--- config.mk ---
export PLATFORM = sky130hd
export DESIGN_NAME = command_frame_deframer_core
export DESIGN_NICKNAME = d
export VERILOG_FILES = /design/src/rtl/cfd_pkg.sv /design/src/rtl/cfd_cfg_regs.sv /design/src/rtl/cfd_parser.sv /design/src/rtl/command_frame_deframer_core.sv
export SDC_FILE = /design/constraint.sdc
export NUM_CORES = 1
export LEC_CHECK = 0
export ABC_CLOCK_PERIOD_IN_PS = 1940
export BUFFER_PORTS_ARGS = -buffer_cell sky130_fd_sc_hd__buf_2
export CAP_MARGIN = 0
export CORE_MARGIN = 2
export CORE_UTILIZATION = 40
export DETAILED_ROUTE_END_ITERATION = 16
export GPL_TIMING_DRIVEN = 0
export PLACE_DENSITY = 0.68
export SETUP_SLACK_MARGIN = 0.2
export SYNTH_ARGS = -nofsm -noshare
export SYNTH_HDL_FRONTEND = slang
export SYNTH_SLANG_ARGS = --single-unit
export TNS_END_PERCENT = 30
--- constraint.sdc ---
create_clock -name clk_i -period 1.94 [get_ports clk_i]
set_input_delay 0.388 -clock clk_i [delete_from_list [all_inputs] [get_ports clk_i]]
set_output_delay 0.388 -clock clk_i [all_outputs]
set_load 0.01 [all_outputs]
--- src/rtl/cfd_pkg.sv ---
// Shared types and constants of the command frame deframer.
// Used by the configuration registers, the parser, the top level and the checker.
`timescale 1ns / 1ps

package cfd_pkg;

  localparam int ByteW     = 8;
  localparam int CountW    = 11;
  localparam int CfgIdxW   = 2;
  localparam int EventW    = 2;

  // Number of payload bytes that follow a payload-carrying command.
  localparam int PayloadBytes = 1420;
  localparam logic [CountW-1:0] PayloadLast = CountW'(PayloadBytes);

  localparam logic [ByteW-1:0] CmdWithPayload = 8'h02;

  // Reset values of the configuration registers.
  localparam logic [ByteW-1:0] HeaderFirstRst   = 8'hAA;
  localparam logic [ByteW-1:0] HeaderSecondRst  = 8'h55;
  localparam logic [ByteW-1:0] TrailerFirstRst  = 8'h0D;
  localparam logic [ByteW-1:0] TrailerSecondRst = 8'h0A;

  typedef enum logic [CfgIdxW-1:0] {
    CfgHeaderFirst   = 2'd0,
    CfgHeaderSecond  = 2'd1,
    CfgTrailerFirst  = 2'd2,
    CfgTrailerSecond = 2'd3
  } cfg_idx_e;

  typedef enum logic [EventW-1:0] {
    EvPayload = 2'd0,
    EvAccept  = 2'd1,
    EvDiscard = 2'd2
  } event_e;

  typedef struct packed {
    logic [ByteW-1:0] header_first;
    logic [ByteW-1:0] header_second;
    logic [ByteW-1:0] trailer_first;
    logic [ByteW-1:0] trailer_second;
  } cfg_t;

  typedef struct packed {
    logic              valid;
    event_e            event_res;
    logic [ByteW-1:0]  out_byte;
    logic [CountW-1:0] byte_index;
  } res_t;

endpackage

--- src/rtl/cfd_cfg_regs.sv ---
// Configuration register file of the command frame deframer.
// Depends on cfd_pkg for the register indexes, reset values and cfg_t.
`timescale 1ns / 1ps

module cfd_cfg_regs import cfd_pkg::*; (
  input  logic               clk_i,
  input  logic               rst_ni,
  input  logic               cfg_we_i,
  input  logic [CfgIdxW-1:0] cfg_idx_i,
  input  logic [ByteW-1:0]   cfg_wdata_i,
  output cfg_t               cfg_o
);

  cfg_t cfg_q, cfg_d;

  always_comb begin
    cfg_d = cfg_q;
    if (cfg_we_i) begin
      unique case (cfg_idx_e'(cfg_idx_i))
        CfgHeaderFirst:   cfg_d.header_first   = cfg_wdata_i;
        CfgHeaderSecond:  cfg_d.header_second  = cfg_wdata_i;
        CfgTrailerFirst:  cfg_d.trailer_first  = cfg_wdata_i;
        CfgTrailerSecond: cfg_d.trailer_second = cfg_wdata_i;
      endcase
    end
  end

  always_ff @(posedge clk_i or negedge rst_ni) begin
    if (!rst_ni) begin
      cfg_q.header_first   <= HeaderFirstRst;
      cfg_q.header_second  <= HeaderSecondRst;
      cfg_q.trailer_first  <= TrailerFirstRst;
      cfg_q.trailer_second <= TrailerSecondRst;
    end else begin
      cfg_q <= cfg_d;
    end
  end

  assign cfg_o = cfg_q;

endmodule

--- src/rtl/cfd_parser.sv ---
// Frame parser state machine of the command frame deframer.
// Holds the parse phase, the command and the payload count; depends on cfd_pkg.
`timescale 1ns / 1ps

module cfd_parser import cfd_pkg::*; (
  input  logic             clk_i,
  input  logic             rst_ni,
  input  cfg_t             cfg_i,
  input  logic             step_i,
  input  logic [ByteW-1:0] byte_i,
  output res_t             res_o
);

  typedef enum logic [5:0] {
    PhHead1 = 6'b000001,
    PhHead2 = 6'b000010,
    PhCmd   = 6'b000100,
    PhData  = 6'b001000,
    PhTail1 = 6'b010000,
    PhTail2 = 6'b100000
  } phase_e;

  phase_e            phase_q, phase_d;
  logic [ByteW-1:0]  cmd_q, cmd_d;
  logic [CountW-1:0] count_q, count_d;
  logic [CountW-1:0] count_inc;

  assign count_inc = count_q + CountW'(1);

  always_comb begin
    phase_d = phase_q;
    cmd_d   = cmd_q;
    count_d = count_q;
    res_o   = '{valid: 1'b0, event_res: EvPayload, out_byte: byte_i,
                byte_index: count_q};
    unique case (phase_q)
      PhHead2: begin
        if (byte_i == cfg_i.header_second) phase_d = PhCmd;
      end
      PhCmd: begin
        cmd_d   = byte_i;
        phase_d = (byte_i == CmdWithPayload) ? PhData : PhTail1;
      end
      PhData: begin
        res_o.valid = 1'b1;
        count_d     = count_inc;
        if (count_inc == PayloadLast) phase_d = PhTail1;
      end
      PhTail1: begin
        if (byte_i == cfg_i.trailer_first) phase_d = PhTail2;
      end
      PhTail2: begin
        res_o.valid      = 1'b1;
        res_o.event_res  = (byte_i == cfg_i.trailer_second) ? EvAccept : EvDiscard;
        res_o.out_byte   = cmd_q;
        res_o.byte_index = '0;
        phase_d          = PhHead1;
        cmd_d            = '0;
        count_d          = '0;
      end
      default: begin
        // Waiting for the first header; unreachable codes land here too.
        phase_d = (byte_i == cfg_i.header_first) ? PhHead2 : PhHead1;
      end
    endcase
  end

  always_ff @(posedge clk_i or negedge rst_ni) begin
    if (!rst_ni) begin
      phase_q <= PhHead1;
      cmd_q   <= '0;
      count_q <= '0;
    end else if (step_i) begin
      phase_q <= phase_d;
      cmd_q   <= cmd_d;
      count_q <= count_d;
    end
  end

endmodule

--- src/rtl/command_frame_deframer_core.sv ---
// Top level of the command frame deframer: input register, parser, result register.
// Depends on cfd_pkg, cfd_cfg_regs and cfd_parser.
`timescale 1ns / 1ps

// The deframer takes one received byte per request and parses frames made of
// two header bytes, a command byte, a payload of PayloadBytes bytes (present
// only when the command is 0x02) and two trailer bytes. Each payload byte is
// delivered with its position in the payload as event 0. The byte after the
// first trailer byte always closes the frame: it yields event 1 (accepted)
// when it matches the second trailer register and event 2 (discarded)
// otherwise, both carrying the command byte and a zero index. A wrong second
// header or first trailer byte leaves the parser waiting in that phase. The
// block sustains one byte per cycle while the input is not stalled: a byte is
// held in the input register while the parser makes its single-step decision,
// and a result is then held in the output register until the sink takes it.
// A result is valid once its byte has passed the input register and been
// written into the output register. The input stalls only when a byte that
// produces a result finds the output register full and stalled.
// The four pattern registers are written through the configuration port and
// should only change while no frame bytes are in flight.

module command_frame_deframer_core import cfd_pkg::*; (
  input  logic               clk_i,
  input  logic               rst_ni,
  // Configuration write port.
  input  logic               cfg_we_i,
  input  logic [CfgIdxW-1:0] cfg_idx_i,
  input  logic [ByteW-1:0]   cfg_wdata_i,
  // Input byte channel.
  input  logic               in_valid_i,
  output logic               in_stall_o,
  input  logic [ByteW-1:0]   in_byte_i,
  // Result channel.
  output logic               out_valid_o,
  input  logic               out_stall_i,
  output logic [EventW-1:0]  event_res_o,
  output logic [ByteW-1:0]   out_byte_o,
  output logic [CountW-1:0]  byte_index_o
);

  cfg_t cfg;
  res_t res;

  // Input register.
  logic             s1_valid_q, s1_valid_d;
  logic [ByteW-1:0] s1_byte_q;
  logic             in_accept;
  logic             out_free;
  logic             step;

  // Result register.
  logic              out_valid_q, out_valid_d;
  event_e            out_event_q;
  logic [ByteW-1:0]  out_byte_q;
  logic [CountW-1:0] out_index_q;

  cfd_cfg_regs u_cfg (
    .clk_i       (clk_i),
    .rst_ni      (rst_ni),
    .cfg_we_i    (cfg_we_i),
    .cfg_idx_i   (cfg_idx_i),
    .cfg_wdata_i (cfg_wdata_i),
    .cfg_o       (cfg)
  );

  cfd_parser u_parser (
    .clk_i  (clk_i),
    .rst_ni (rst_ni),
    .cfg_i  (cfg),
    .step_i (step),
    .byte_i (s1_byte_q),
    .res_o  (res)
  );

  // The output register can take a new result when it is empty or is being
  // drained this cycle. A byte that produces no result always moves on.
  assign out_free   = !out_valid_q || !out_stall_i;
  assign step       = s1_valid_q && (!res.valid || out_free);
  assign in_stall_o = s1_valid_q && !step;
  assign in_accept  = in_valid_i && !in_stall_o;

  always_comb begin
    s1_valid_d = s1_valid_q;
    if (step) s1_valid_d = 1'b0;
    if (in_accept) s1_valid_d = 1'b1;
  end

  always_comb begin
    out_valid_d = out_valid_q;
    if (out_valid_q && !out_stall_i) out_valid_d = 1'b0;
    if (step && res.valid) out_valid_d = 1'b1;
  end

  always_ff @(posedge clk_i or negedge rst_ni) begin
    if (!rst_ni) begin
      s1_valid_q  <= 1'b0;
      out_valid_q <= 1'b0;
    end else begin
      s1_valid_q  <= s1_valid_d;
      out_valid_q <= out_valid_d;
    end
  end

  always_ff @(posedge clk_i) begin
    if (in_accept) s1_byte_q <= in_byte_i;
    if (step && res.valid) begin
      out_event_q <= res.event_res;
      out_byte_q  <= res.out_byte;
      out_index_q <= res.byte_index;
    end
  end

  assign out_valid_o  = out_valid_q;
  assign event_res_o  = out_event_q;
  assign out_byte_o   = out_byte_q;
  assign byte_index_o = out_index_q;

endmodule

==> flow_summary.rst <==
.. list-table::
   :header-rows: 1

   * - Metric
     - Value
   * - Fin crit period
     - 2.192 ns
   * - Area of the mapped netlist
     - between 0.004 and 0.005 mm^2
   * - Setup violators final
     - 56
   * - Final weighted congestion of routability-driven global placement
     - 0.7734
   * - Clock net sink count
     - 88
   * - Overall die width
     - 105.6 um
   * - Most instantiated flip-flop cell in the synthesis netlist
     - sky130_fd_sc_hd__dfrtp_1
   * - Fin. max-slew vios
     - 0
   * - Post-Route Setup TNS
     - -3.538 ns
   * - Proportion of netlist area held by the largest area contributor
     - 0.2727
   * - Count of nets after finishing
     - 446
   * - Synthesized netlist cell count
     - 345
   * - Pin count of the biggest net entering global routing
     - 60
   * - Initial antenna violation count
     - 0
   * - Maximum fanout count along the critical path
     - 3
   * - Cell accounting for the most synthesized area
     - sky130_fd_sc_hd__dfrtp_1
   * - Area Growth Syn to Fin
     - 23.18%
   * - Async set-or-reset flop fraction in the synthesized netlist
     - 0.6705
   * - Nature of the critical path startpoint
     - register
   * - Vias in the first global route
     - 2778
   * - Cell chosen for the clock root
     - sky130_fd_sc_hd__clkbuf_8
   * - Final setup margin
     - -0.2522 ns
   * - Port bufs
     - 45
   * - Final std cell area, no fill
     - 0.005086 mm^2
   * - Clock buffers created by TritonCTS
     - 9
   * - Final worst path period share
     - 1.130
   * - Die Height
     - 105.6 um
   * - Maximum capacitance violations
     - 0
   * - Overall routing resource usage
     - 0.1583
   * - Count of antenna-violating nets left after detailed routing
     - 0
   * - Register bit count reported by yosys
     - 88
   * - EDFF count, synth
     - 29
   * - Global-route wire length before repair
     - 13850 um
   * - Gr ovfl total
     - 0
   * - Worst skew pair latency
     - 0.37 ns
   * - Worst Clk Skew
     - about 0.011 ns
   * - Final core utilization
     - 0.4994
   * - Result of the run
     - complete, but fails checks
   * - Critical Path, Cell by Cell
     - nor4_4, buf_4, nand3b_4, nand2_4, nand4_1, inv_1, buf_2
   * - Ratio of total power to cell area
     - 1043 mW/mm^2
   * - Gate family responsible for the most delay along the worst path
     - simple AND/OR/NAND/NOR gates
   * - Most frequent standard cell in the layout excluding fill and tap cells
     - sky130_fd_sc_hd__buf_2
   * - Post-detailed-placement half-perimeter wirelength
     - 5702 um
   * - Worst path bufs/invs
     - 3
   * - RSZ-0062 raised after global routing
     - yes
   * - Clock tree from TritonCTS
     - done
   * - Fmax achieved
     - around 460 MHz
   * - Static leakage
     - 2.126 nW
   * - Worst slew slack as a fraction of its limit
     - 0.4944
   * - Number of unique standard cell types used by synthesis
     - 45
   * - Die area
     - 0.01115 mm^2
   * - Wire length reported by the detailed router
     - 8512 um
   * - Net Count, Synth
     - 369
   * - Total number of vias
     - 2872
   * - Share of the yosys chip area belonging to registers
     - 0.5727
   * - Count of boundary I/O pins
     - 46
   * - Total inserted antenna cells
     - 0
   * - Kind of path behind the tightest hold check
     - in -> async
   * - Std-Cell Core Area
     - 0.01018 mm^2
   * - Biggest area contributors in the synthesized netlist
     - sky130_fd_sc_hd__dfrtp_1, sky130_fd_sc_hd__edfxtp_1, sky130_fd_sc_hd__dfstp_2
   * - Layout cell share with drive strength beyond 1
     - 0.4098
   * - CTS max path bufs
     - 2
   * - Most frequent cells in the layout
     - sky130_fd_sc_hd__buf_2, sky130_fd_sc_hd__dfrtp_1, sky130_fd_sc_hd__mux2_2
   * - Placement row count
     - 37
   * - Post-CTS Hold Buffers
     - 0
   * - Peak ir drop on the vdd network
     - 559.8 uV
   * - Starting utilization of the core area
     - 0.4054
   * - Slowest cell on the critical path
     - sky130_fd_sc_hd__dfrtp_2
   * - Worst path max stage delay
     - 0.44 ns
   * - Yosys warning count
     - 0
   * - Failing checks
     - setup timing
   * - Critical path data required time
     - around 1.6 ns
   * - Number of design-rule violations left by the first detailed-router iteration
     - 95
   * - Synth Area per Inst
     - 11.97 um^2
   * - Number of levels the H-tree was split into
     - 3
   * - Final-report hold violation count
     - 0
   * - Data arrival time of the critical path
     - approximately 1.8 ns
   * - Detailed-route DRC error count
     - 0
   * - Critical path class
     - reg -> out
   * - Measured slew at the worst slew-check pin
     - about 0.76 ns
   * - Clock slew at the register clock pins of the worst setup and hold paths
     - 0.09 ns
   * - Cell Area, Placed
     - 0.004532 mm^2
   * - Worst setup EP type
     - output pin
   * - Overall power of the completed layout
     - 5.307 mW
   * - Wirelength per Cell
     - 15.12 um
   * - First-pass detailed-route iteration total
     - 5
   * - Vias per Instance
     - roughly 5.1
   * - Hold WS
     - 0.08606 ns
## report_power, final
group / internal, mW / switching [mW]
clock network: 0.741 / 0.705
logic: 0.686 / 0.662
registers: 2.32 / 0.196
total: 3.74 / 1.56
## kinds of logic (layout without fill, tap and decap cells)
kind of cell             after synthesis  count (layout)  share of synthesized area
multiplexers                          35              35                    0.09818
buffers and inverters                 31             113                    0.03485
XOR/XNOR                              35              35                    0.07424
flip-flops                            88              88                     0.5727
AND/OR/NAND/NOR                      101             101                     0.1364
AO/OA/AOI/OAI                         54              54                    0.08061
adder cells (fa/ha/maj)                1               1                   0.003030
## sequential cells by signal, summed over array words and instances (netlist names)
signal	flops
event_res_o	2
out_byte_o	8
u_parser.phase_q	6
s1_valid_q	1
u_cfg.cfg_o	32
byte_index_o	11
s1_byte_q	8
out_valid_o	1
u_parser.count_q	11
u_parser.cmd_q	8
## Yosys cell counts, drive strengths merged (2+ instances only)
library cell,instances
dfrtp,45
mux2,35
a31oi,5
xnor2,24
dfstp,14
o21ai,30
and2,11
nor3b,2
nand4,7
buf,12
inv,12
nand3,17
o31ai,5
and3b,4
edfxtp,29
nand2,27
nor2,14
xor2,11
clkbuf,7
nor3,2
o21a,4
nand2b,3
nand3b,5
a21oi,3
nor4,7
## per-stage QoR
step,worst slack [ns],cells
floorplan,0.1629,345
global placement,-0.07968,526
detailed placement,-0.1143,526
CTS,-0.2428,555
global route,-0.3639,563
finish,-0.2522,563
## path summary, 6_finish.rpt
kind / start / to / slack, ns / cells past startpoint
max in group asynchronous: rst_ni / u_parser.phase_q[2] / 1.32 / 1
hold / removal: rst_ni / u_cfg.cfg_o[0] / 0.09 / 1
min in group clk_i: in_byte_i[7] / s1_byte_q[7] / 0.20 / 1
setup reg to reg: u_parser.phase_q[1] / u_parser.phase_q[5] / -0.25 / 10
setup / recovery: u_parser.phase_q[1] / in_stall_o / -0.25 / 7
hold reg to reg: u_parser.count_q[8] / u_parser.count_q[8] / 0.51 / 1
## routing by layer
layer	track usage	up-vias	share of wire	wire length [um]
li1	-	1378	-	-
met1	0.2130	1417	0.44	3777
met2	0.2571	63	0.50	4287
met3	0.02845	14	0.037	316
met5	0	-	0	0
met4	0.05827	0	0.015	130
## layout make-up
cell class              count  area, um^2
clock inverters             7       101.3
inverters                  12       52.55
clock buffers               9       123.9
well taps                 136       170.2
fillers                   910        5099
repair inverters            1       6.256
multi-input cells         226        1709
plain buffers              19       156.4
repair buffers             65       399.1
flip-flops and latches     88        2367
## timing repair
item | CTS | global route
hold endpoints to repair | 0 | 0
buffers inserted | 11 | 7
endpoints found under the setup margin | 76 | 77
resized for setup | 31 | 32
gates cloned | 2 | 1
pin swaps | 6 | 3
Note: power is estimated with default switching activity, not from simulation.
